==> src/design/depth_pixel_stability_filter_unit_assert.svh <==
// assertion macros for the depth pixel stability filter
`ifndef DEPTH_PIXEL_STABILITY_FILTER_UNIT_ASSERT_SVH
`define DEPTH_PIXEL_STABILITY_FILTER_UNIT_ASSERT_SVH

// same-cycle implication, checked out of reset
`define DPSF_ASSERT_NOW(lbl, prop, msg) \
    lbl: assert property (@(posedge clk) disable iff (!rst_n) prop) else $error(msg);

// next-cycle implication, checked out of reset
`define DPSF_ASSERT_NEXT(lbl, ante, cons, msg) \
    lbl: assert property (@(posedge clk) disable iff (!rst_n) (ante) |=> (cons)) else $error(msg);

`endif

==> src/design/dpsf_pkg.sv <==
package dpsf_pkg;

    localparam int FRAME_PIXELS = 307200;
    localparam int FRAC_BITS    = 8;
    localparam int IDX_W        = 19;
    localparam int DEPTH_W      = 16;
    localparam int LEVEL_W      = 8;
    localparam int WEIGHT_W     = 9;
    localparam int THR_W        = 8;
    localparam int CNT_W        = 10;
    localparam int AVG_W        = LEVEL_W + FRAC_BITS;
    localparam int NUM_W        = 25;
    localparam int DEN_W        = DEPTH_W + 1;
    localparam int DIV_STAGES   = LEVEL_W;
    localparam int NORM_SCALE   = 510;
    localparam int LEVEL_MAX    = 255;
    localparam int SHOW_MARGIN  = 3;
    localparam int WEIGHT_ONE   = 256;
    localparam int CFG_IDX_W    = 3;
    localparam int CFG_DATA_W   = 16;

    typedef enum logic [CFG_IDX_W-1:0] {
        REG_DEPTH_MIN,
        REG_DEPTH_MAX,
        REG_SLOW_WEIGHT,
        REG_FAST_WEIGHT,
        REG_CHANGE_THRESHOLD,
        REG_MIN_STABILITY
    } cfg_reg_e;

    typedef struct packed {
        logic [DEPTH_W-1:0]  depth_min;
        logic [DEPTH_W-1:0]  depth_max;
        logic [WEIGHT_W-1:0] slow_weight;
        logic [WEIGHT_W-1:0] fast_weight;
        logic [THR_W-1:0]    change_threshold;
        logic [CNT_W-1:0]    min_stability;
    } cfg_t;

    typedef struct packed {
        logic [AVG_W-1:0]   slow_avg;
        logic [AVG_W-1:0]   fast_avg;
        logic [CNT_W-1:0]   count;
        logic [LEVEL_W-1:0] held;
    } pix_state_t;

    localparam int STATE_W = $bits(pix_state_t);

    typedef struct packed {
        logic               valid;
        logic [IDX_W-1:0]   pixel_index;
        logic [LEVEL_W-1:0] norm_level;
    } norm_item_t;

    typedef struct packed {
        logic [LEVEL_W-1:0] norm_level;
        logic               changing;
        logic [CNT_W-1:0]   stable_frames;
        logic               shown;
        logic [LEVEL_W-1:0] final_level;
    } result_t;

    typedef struct packed {
        logic             we;
        logic [IDX_W-1:0] addr;
    } clear_t;

endpackage

==> src/design/dpsf_norm.sv <==
module dpsf_norm (
    input  logic                         clk,
    input  logic                         rst_n,
    input  logic                         advance,
    input  logic                         in_valid,
    input  logic [dpsf_pkg::DEPTH_W-1:0] depth_mm,
    input  logic [dpsf_pkg::IDX_W-1:0]   pixel_index,
    input  dpsf_pkg::cfg_t               cfg,
    output dpsf_pkg::norm_item_t         item
);

    localparam int N = dpsf_pkg::DIV_STAGES;

    logic [N:0]                      vld_reg;
    logic [dpsf_pkg::IDX_W-1:0]      idx_reg [0:N];
    logic                            ok_reg  [0:N];
    logic [dpsf_pkg::NUM_W-1:0]      rem_reg [0:N];
    logic [dpsf_pkg::DEN_W-1:0]      den_reg [0:N];
    logic [dpsf_pkg::LEVEL_W-1:0]    q_reg   [0:N];

    logic                            pre_ok;
    logic [dpsf_pkg::DEPTH_W-1:0]    pre_range;
    logic [dpsf_pkg::DEPTH_W-1:0]    pre_offs;
    logic [dpsf_pkg::NUM_W-1:0]      pre_num;
    logic [dpsf_pkg::NUM_W-1:0]      dsh [0:N-1];
    logic                            ge  [0:N-1];

    // range check and scaled numerator
    always_comb
    begin
        pre_ok    = (cfg.depth_max > cfg.depth_min) && (depth_mm >= cfg.depth_min)
                    && (depth_mm <= cfg.depth_max);
        pre_range = dpsf_pkg::DEPTH_W'(cfg.depth_max - cfg.depth_min);
        pre_offs  = dpsf_pkg::DEPTH_W'(depth_mm - cfg.depth_min);
        pre_num   = dpsf_pkg::NUM_W'(pre_offs) * dpsf_pkg::NUM_W'(dpsf_pkg::NORM_SCALE)
                    + dpsf_pkg::NUM_W'(pre_range);
    end

    // one quotient bit per stage, msb first
    always_comb
    begin
        for (int i = 0; i < N; i++)
        begin
            dsh[i] = dpsf_pkg::NUM_W'(den_reg[i]) << (N - 1 - i);
            ge[i]  = rem_reg[i] >= dsh[i];
        end
    end

    always_ff @(posedge clk or negedge rst_n)
    begin
        if (!rst_n)
        begin
            vld_reg <= '0;
        end
        else if (advance)
        begin
            vld_reg <= {vld_reg[N-1:0], in_valid};
        end
    end

    always_ff @(posedge clk)
    begin
        if (advance)
        begin
            idx_reg[0] <= pixel_index;
            ok_reg[0]  <= pre_ok;
            rem_reg[0] <= pre_num;
            den_reg[0] <= {pre_range, 1'b0};
            q_reg[0]   <= '0;
            for (int i = 0; i < N; i++)
            begin
                idx_reg[i+1] <= idx_reg[i];
                ok_reg[i+1]  <= ok_reg[i];
                den_reg[i+1] <= den_reg[i];
                rem_reg[i+1] <= ge[i] ? dpsf_pkg::NUM_W'(rem_reg[i] - dsh[i]) : rem_reg[i];
                q_reg[i+1]   <= {q_reg[i][dpsf_pkg::LEVEL_W-2:0], ge[i]};
            end
        end
    end

    always_comb
    begin
        item.valid       = vld_reg[N];
        item.pixel_index = idx_reg[N];
        if (ok_reg[N] && (q_reg[N] != '0))
        begin
            item.norm_level = dpsf_pkg::LEVEL_W'(dpsf_pkg::LEVEL_MAX) - q_reg[N];
        end
        else
        begin
            item.norm_level = '0;
        end
    end

endmodule

==> config.mk <==
export PLATFORM = sky130hd
export DESIGN_NAME = dpsf_norm
export DESIGN_NICKNAME = d
export VERILOG_FILES = /design/src/design/depth_pixel_stability_filter_unit_assert.svh /design/src/design/dpsf_pkg.sv /design/src/design/dpsf_norm.sv
export SDC_FILE = /design/constraint.sdc
export NUM_CORES = 1
export LEC_CHECK = 0
export ABC_AREA = 1
export BUFFER_PORTS_ARGS = -buffer_cell sky130_fd_sc_hd__buf_2
export CAP_MARGIN = 20
export CORE_MARGIN = 2
export CORE_UTILIZATION = 68
export DETAILED_ROUTE_END_ITERATION = 10
export GPL_TIMING_DRIVEN = 0
export MAX_ROUTING_LAYER = met4
export PLACE_DENSITY = 0.87
export SYNTH_ARGS = -nofsm -noshare
export SYNTH_HDL_FRONTEND = slang
export SYNTH_SLANG_ARGS = --single-unit
==> constraint.sdc <==
create_clock -name clk -period 3.75 [get_ports clk]
set_clock_uncertainty 0.1 [all_clocks]
set_input_delay 0.375 -clock clk [delete_from_list [all_inputs] [get_ports clk]]
set_output_delay 0.375 -clock clk [all_outputs]
set_load 0.005 [all_outputs]
==> results of run 1 <==
## how the worst max path moves through the flow
stage / end / slack (ns) / cells after the start
2_1_floorplan: rem_reg[0][24] / -2.22 / 37
3_3_place_gp: vld_reg[4] / -5.40 / 4
3_5_place_dp: rem_reg[0][19] / -3.36 / 32
4_1_cts: rem_reg[0][24] / -2.17 / 33
5_1_grt: rem_reg[0][24] / -2.79 / 37
6_report: rem_reg[0][20] / -2.69 / 36
## worst max-delay path, delay by kind of cell
kind                     cells  cell delay (ns)
XOR/XNOR                     3             0.60
buffers and inverters       10             0.72
adder cells (fa/ha/maj)      7             2.72
AO/OA/AOI/OAI                3             0.70
AND/OR/NAND/NOR             13             1.66
## per-stage QoR
stage               setup WS [ns]  cells  hold slack, ns  utilization, %  cell area, sq um
finish                     -2.691   4099          0.1354           81.11             37600
global route               -2.790   4099          0.1138           81.11             37600
CTS                        -2.170   4052         0.06793           79.18             36710
detailed placement         -3.359   3883          0.1331           72.45             33590
global placement           -5.396   3879          0.1239           72.19             33470
floorplan                  -2.217   3174        -0.02059               -             32220
## Yosys cell counts (3+ instances only)
library cell | instances | share of area (%)
a211oi_1 | 4 | 0.094
a21boi_0 | 4 | 0.094
a21boi_1 | 4 | 0.094
a21o_1 | 25 | 0.59
a21oi_1 | 215 | 3.4
a221oi_1 | 6 | 0.17
a31oi_1 | 17 | 0.33
and3_1 | 4 | 0.079
buf_2 | 9 | 0.14
buf_4 | 5 | 0.12
buf_6 | 7 | 0.25
clkbuf_1 | 5 | 0.059
dfrtp_1 | 9 | 0.71
edfxtp_1 | 536 | 51
fa_1 | 61 | 3.8
ha_1 | 248 | 9.8
inv_1 | 489 | 5.8
inv_2 | 8 | 0.094
nand2_1 | 656 | 7.7
nand2_2 | 8 | 0.16
nand3_1 | 158 | 2.5
nand3_2 | 3 | 0.094
nand3b_1 | 12 | 0.28
nand4_1 | 37 | 0.73
nor2_1 | 181 | 2.1
nor3_1 | 26 | 0.41
nor4_1 | 21 | 0.41
o21a_1 | 5 | 0.12
o21ai_0 | 132 | 2.1
o21ai_1 | 46 | 0.72
o21ai_2 | 5 | 0.14
o21bai_1 | 18 | 0.43
o221ai_1 | 3 | 0.083
or2_2 | 16 | 0.31
xnor2_1 | 57 | 1.6
xor2_1 | 103 | 2.8
## cells by family after synthesis
family,synth area share (%)
muxes,0.03543
xor gates and xnor gates,4.685
AOI/OAI and AO/OA,8.693
and+or+nand+nor,15.18
buffers and inverters,6.453
adders and majority gates,13.61
DFF,51.35
## final cells by class
type                            instances  area, sq um  area share, %
Clock inverter                         39        432.9          1.151
Inverter                              497         1892          5.031
Clock buffer                           59         1349          3.587
Multi-Input combinational cell       2105        15000          39.90
Tap cell                              607        759.5          2.020
Timing Repair Buffer                  219         1658          4.409
Buffer                                 27        185.2         0.4925
Sequential cell                       545        16320          43.40
Antenna cell                            1        2.502       0.006655
## layout by cell type, fill, tap and decap left out, types with 16 or more instances in the layout
| cell | instances |
|---|---|
| nor3_1 | 25 |
| or2_2 | 16 |
| a21o_1 | 25 |
| edfxtp_1 | 536 |
| nand3_1 | 140 |
| buf_6 | 22 |
| o21bai_1 | 18 |
| inv_2 | 38 |
| nand2_2 | 48 |
| nor4_1 | 20 |
| nand4_1 | 37 |
| xor2_1 | 84 |
| ha_4 | 35 |
| a31oi_1 | 16 |
| fa_1 | 57 |
| o21ai_0 | 123 |
| a21oi_1 | 193 |
| nor2_1 | 166 |
| inv_1 | 453 |
| ha_1 | 208 |
| nand2_4 | 21 |
| nand2_1 | 595 |
| xnor2_1 | 48 |
| dlygate4sd3_1 | 21 |
| clkbuf_16 | 53 |
| buf_2 | 105 |
| o21ai_1 | 46 |
| buf_4 | 82 |
## repair_timing
action                     4_1_cts  5_1_grt
cloned                           0        0
hold endpoints to repair        29        0
setup endpoints to repair       20       20
gates resized for setup        129      128
pin swaps                       63       75
hold buffers                    21        0
buffers inserted                50       46
## metal layers
metal	GRT usage [%]	vias to the layer above	wire, um	part of all wire [%]
met5	-	-	0	0
met4	14.05	0	4728	5.7
met3	4.344	383	5478	6.6
met2	58.41	1240	41800	50
met1	40.03	11630	31010	37
li1	-	11350	-	-
==> flow_metrics.py, run 1 <==
metrics = {
    "setup_path": {
        "cp_max_fo": 4,
        "worstPathRequired_ns": 4.09,
        "r2r-end": "rem_reg[0][153]",
        "startpoint_type": "input port",
        "rrSetupSlack_ns": 0.48,
        "end_kind": "register",
        "critPathMaxStageDelay_ns": 0.55,
        "path_class": "in -> reg",
        "startpoint": "depth_mm[0]",
        "worst-endpoint-arrival_ns": 6.78,
        "slowest_stage": "fa_1",
        "reg2regPathDepth": 10,
        "timing.rr.start": "rem_reg[0][125]",
    },
    "routing": {
        "wirelength_um": 83020,
        "firstDrtPassIters": 8,
        "vias_per_cell": 6.003,
        "drc": 0,
        "drtIter0Drc": 2256,
        "final_antenna_net_count": 0,
        "wl_per_cell_um": 20.25,
        "vias": 24610,
    },
    "logic_synthesis": {
        "yosys_warnings": 0,
        "syn_area_per_cell_sq_um": 10.01,
        "syn_nets": 3590,
        "seq_area_frac_synth_pct": 51.35,
        "ys.flop_type": "edfxtp_1",
        "synthArstFlopShare_pct": 1.651,
        "synth_seq_cells": 545,
        "synth_edf_count": 536,
        "synthCells": 3174,
        "synthDistinctLibCells": 58,
        "synth.cell_area_sq_mm": 0.03178,
    },
    "clock_tree": {
        "cts_buffer_depth": 3,
        "cts.sinks": 545,
        "tritoncts": "built",
        "clk_latency_ns": 0.63,
        "htreeDepth": 2,
        "cts_buffers": 53,
        "clkTransAtPathRegs_ns": 0.06,
        "root_buffer": "clkbuf_16",
    },
    "global_route": {
        "grt_start_max_net_pins": 147,
        "antenna_found_initial": 1,
        "grt_pass1_vias": 24000,
        "grt_pass1_wl_um": 123200,
        "grt.total_usage_pct": 33.77,
        "grt.overflow.total": 0,
    },
    "finish": {
        "fillerInstances": 2664,
        "syn_to_final_growth_pct": 18.31,
        "drive_above_1_share_pct": 17.13,
        "largest_reg_flops": 200,
        "nets": 3864,
    },
    "timing": {
        "hold_viol": 0,
        "min_period_ns": 6.441,
        "clock.fmax_mhz": 155.3,
        "relSlewSlack_pct": 43.73,
        "rsz0062_at_grt": "yes",
        "drv_slew": 0,
        "worstMarginPinSlew_ns": 0.8413,
        "final-setup-viol-count": 20,
        "fin_ws_ns": -2.691,
        "timing.final.crit_share_pct": 171.8,
        "final.setup.tns_ns": -39.92,
    },
    "floorplan": {
        "dieArea_sq_mm": 0.04848,
        "io-pin-count": 135,
        "dieWidth_um": 220.2,
        "start_util_pct": 68.56,
        "core_area_sq_mm": 0.04636,
        "die_h_um": 220.2,
        "num_rows": 79,
    },
    "run_status": {
        "status": "complete, but fails checks",
        "violations": "negative setup slack",
    },
    "worst_hold_path": {
        "holdCritPathClass": "in -> async",
    },
    "placement": {
        "port_buffers": 98,
        "place_hpwl_um": 57650,
        "place_congestion": 1.064,
    },
    "run": {
        "drv_cap": 0,
    },
}
Power of run 1 is left out: the tool's default activity adds up to more than one toggle a clock period on the data nets, which glitch-free logic cannot reach.
==> run 2, diff against run 1 <==
--- a/config.mk
+++ b/config.mk
@@ -5,15 +5,14 @@
 export SDC_FILE = /design/constraint.sdc
 export NUM_CORES = 1
 export LEC_CHECK = 0
-export ABC_AREA = 1
 export BUFFER_PORTS_ARGS = -buffer_cell sky130_fd_sc_hd__buf_2
 export CAP_MARGIN = 20
 export CORE_MARGIN = 2
-export CORE_UTILIZATION = 68
+export CORE_UTILIZATION = 67
+export CTS_CLUSTER_DIAMETER = 60
 export DETAILED_ROUTE_END_ITERATION = 10
 export GPL_TIMING_DRIVEN = 0
-export MAX_ROUTING_LAYER = met4
-export PLACE_DENSITY = 0.87
+export PLACE_DENSITY = 0.86
 export SYNTH_ARGS = -nofsm -noshare
 export SYNTH_HDL_FRONTEND = slang
 export SYNTH_SLANG_ARGS = --single-unit
==> flow_metrics.py, run 2 <==
metrics = {
    "run_status": {
        "status": "complete, but fails checks",
        "violations": "negative setup slack",
    },
    "placement": {
        "dp_slack_ns": -3.626,
        "port_buffers": 98,
        "place_congestion": 1.016,
        "place_hpwl_um": 43800,
        "place_area_sq_mm": 0.03176,
    },
    "clock_tree": {
        "cts_buffer_depth": 3,
        "cts.sinks": 545,
        "tritoncts": "built",
        "htreeDepth": 2,
        "cts_buffers": 54,
        "clk_latency_ns": 0.60,
        "clkTransAtPathRegs_ns": 0.06,
        "root_buffer": "clkbuf_16",
    },
    "logic_synthesis": {
        "synthArstFlopShare_pct": 1.651,
        "synth_seq_cells": 545,
        "ys.flop_type": "edfxtp_1",
        "syn_area_per_cell_sq_um": 12.28,
        "synth_area_leaders": "edfxtp_1 (54%), ha_1 (10%), fa_1 (4.1%)",
        "synthDistinctLibCells": 80,
        "synth_top_cell_by_area": "edfxtp_1",
        "synth_commonest_cells": "edfxtp_1 (536), inv_1 (321), ha_1 (248)",
        "synth_edf_count": 536,
        "yosysMostFrequentCell": "edfxtp_1",
        "yosys_warnings": 0,
        "seq_area_frac_synth_pct": 54.46,
        "syn_nets": 2856,
        "synthCells": 2440,
        "synth.cell_area_sq_mm": 0.02997,
        "yosysTopAreaCellShare_pct": 53.71,
    },
    "finish": {
        "drive_above_1_share_pct": 17.17,
        "num_antenna_cells": 0,
        "syn_to_final_growth_pct": 16.37,
        "largest_reg_flops": 200,
        "final_cell_area_sq_mm": 0.03488,
        "fillerInstances": 2534,
        "utilization_pct": 78.87,
        "layout_commonest_cell": "edfxtp_1",
        "final_cell_mix": "edfxtp_1 (536), inv_1 (308), ha_1 (220)",
        "nets": 3086,
    },
    "floorplan": {
        "io-pin-count": 135,
        "dieWidth_um": 215.5,
        "start_util_pct": 67.77,
        "core_area_sq_mm": 0.04422,
        "die_h_um": 215.5,
        "dieArea_sq_mm": 0.04644,
        "num_rows": 77,
    },
    "setup_path": {
        "rrSetupSlack_ns": 0.13,
        "worst-endpoint-arrival_ns": 6.58,
        "cp_max_fo": 6,
        "critPathMaxStageDelay_ns": 0.55,
        "timing.rr.start": "rem_reg[0][118]",
        "worstPathRequired_ns": 3.98,
        "reg2regPathDepth": 10,
        "end_kind": "register",
        "r2r-end": "rem_reg[0][133]",
        "slowest_stage": "fa_1",
        "path_class": "in -> reg",
        "startpoint_type": "input port",
    },
    "timing": {
        "fin_ws_ns": -2.602,
        "hold_viol": 0,
        "final-setup-viol-count": 20,
        "timing.final.crit_share_pct": 169.4,
        "drv_slew": 0,
        "clock.fmax_mhz": 157.4,
        "relSlewSlack_pct": 48.32,
        "rsz0062_at_grt": "yes",
        "worstMarginPinSlew_ns": 0.7557,
        "min_period_ns": 6.352,
    },
    "global_route": {
        "grt_start_max_net_pins": 125,
        "grt_pass1_wl_um": 96430,
        "antenna_found_initial": 0,
        "grt.overflow.total": 0,
        "grt.total_usage_pct": 25.93,
        "grt_pass1_vias": 20500,
    },
    "routing": {
        "vias": 19430,
        "drtIter0Drc": 1283,
        "wl_per_cell_um": 18.19,
        "vias_per_cell": 5.876,
        "wirelength_um": 60140,
        "firstDrtPassIters": 6,
        "final_antenna_net_count": 0,
        "drc": 0,
    },
    "worst_hold_path": {
        "holdCritPathClass": "in -> async",
    },
    "run": {
        "drv_cap": 0,
    },
}
[run 2: final cells by class]
class	count	area (sq um)	share of cell area, %
sequential	545	16320	46.80
multi-input combinational	1548	13380	38.38
clock buffer	66	1448	4.151
timing repair buffer	175	1269	3.638
inverter	322	1225	3.512
tap	592	740.7	2.124
clock inverter	34	344.1	0.9866
buffer	24	145.1	0.4162
[run 2: logic make-up (layout without fill, tap and decap cells)]
logic type | count (synthesis) | in the layout | share of synthesized area [%]
xor gates and xnor gates | 196 | 196 | 5.778
muxes | 65 | 65 | 2.484
and+or+nand+nor | 500 | 500 | 8.421
buffers and inverters | 347 | 621 | 4.421
DFF | 545 | 545 | 54.46
AOI/OAI and AO/OA | 474 | 474 | 9.874
adders and majority gates | 313 | 313 | 14.56
[run 2: per-stage QoR]
stage	cells	setup TNS, ns	hold WS, ns
final	3306	-39.80	0.07442
after global routing	3306	-43.23	0.07130
after CTS	3293	-36.46	0.03476
after detailed placement	3134	-69.48	0.1298
after global placement	3130	-2791.02	0.1261
after floorplan	2440	-39.85	-0.02059
[run 2: metal layers]
layer,vias to the layer above,wire (um),track usage [%]
met5,-,0,0
met2,586,33200,51.14
met4,0,3764,15.29
met3,240,2075,3.115
li1,9272,-,-
met1,9329,21100,25.79
[run 2: what timing repair did]
action | CTS | global route
hold endpoints to repair | 29 | 0
setup endpoints to repair | 81 | 77
buffers inserted | 39 | 13
resized for setup | 72 | 60
pin swaps | 66 | 42
hold buffers | 21 | 0
[run 2: how the worst max path moves through the flow]
stage | start | endpoint | slack (ns) | cells past startpoint
3_5_place_dp | depth_mm[0] | rem_reg[0][23] | -3.63 | 32
6_report | depth_mm[0] | rem_reg[0][23] | -2.60 | 31
4_1_cts | cfg[53] | rem_reg[0][23] | -2.51 | 30
5_1_grt | cfg[53] | rem_reg[0][23] | -2.80 | 31
3_3_place_gp | advance | vld_reg[0] | -5.36 | 3
2_1_floorplan | cfg[53] | rem_reg[0][23] | -2.75 | 28
[run 2: worst max-delay path, delay by kind of cell]
| family | cells | cell delay, ns |
|---|---|---|
| xor+xnor | 3 | 0.52 |
| buf+inv | 7 | 0.45 |
| fa+ha+maj | 7 | 2.43 |
| compound gates | 8 | 1.41 |
| simple gates | 6 | 1.38 |
Power of run 2 is left out for the same reason.
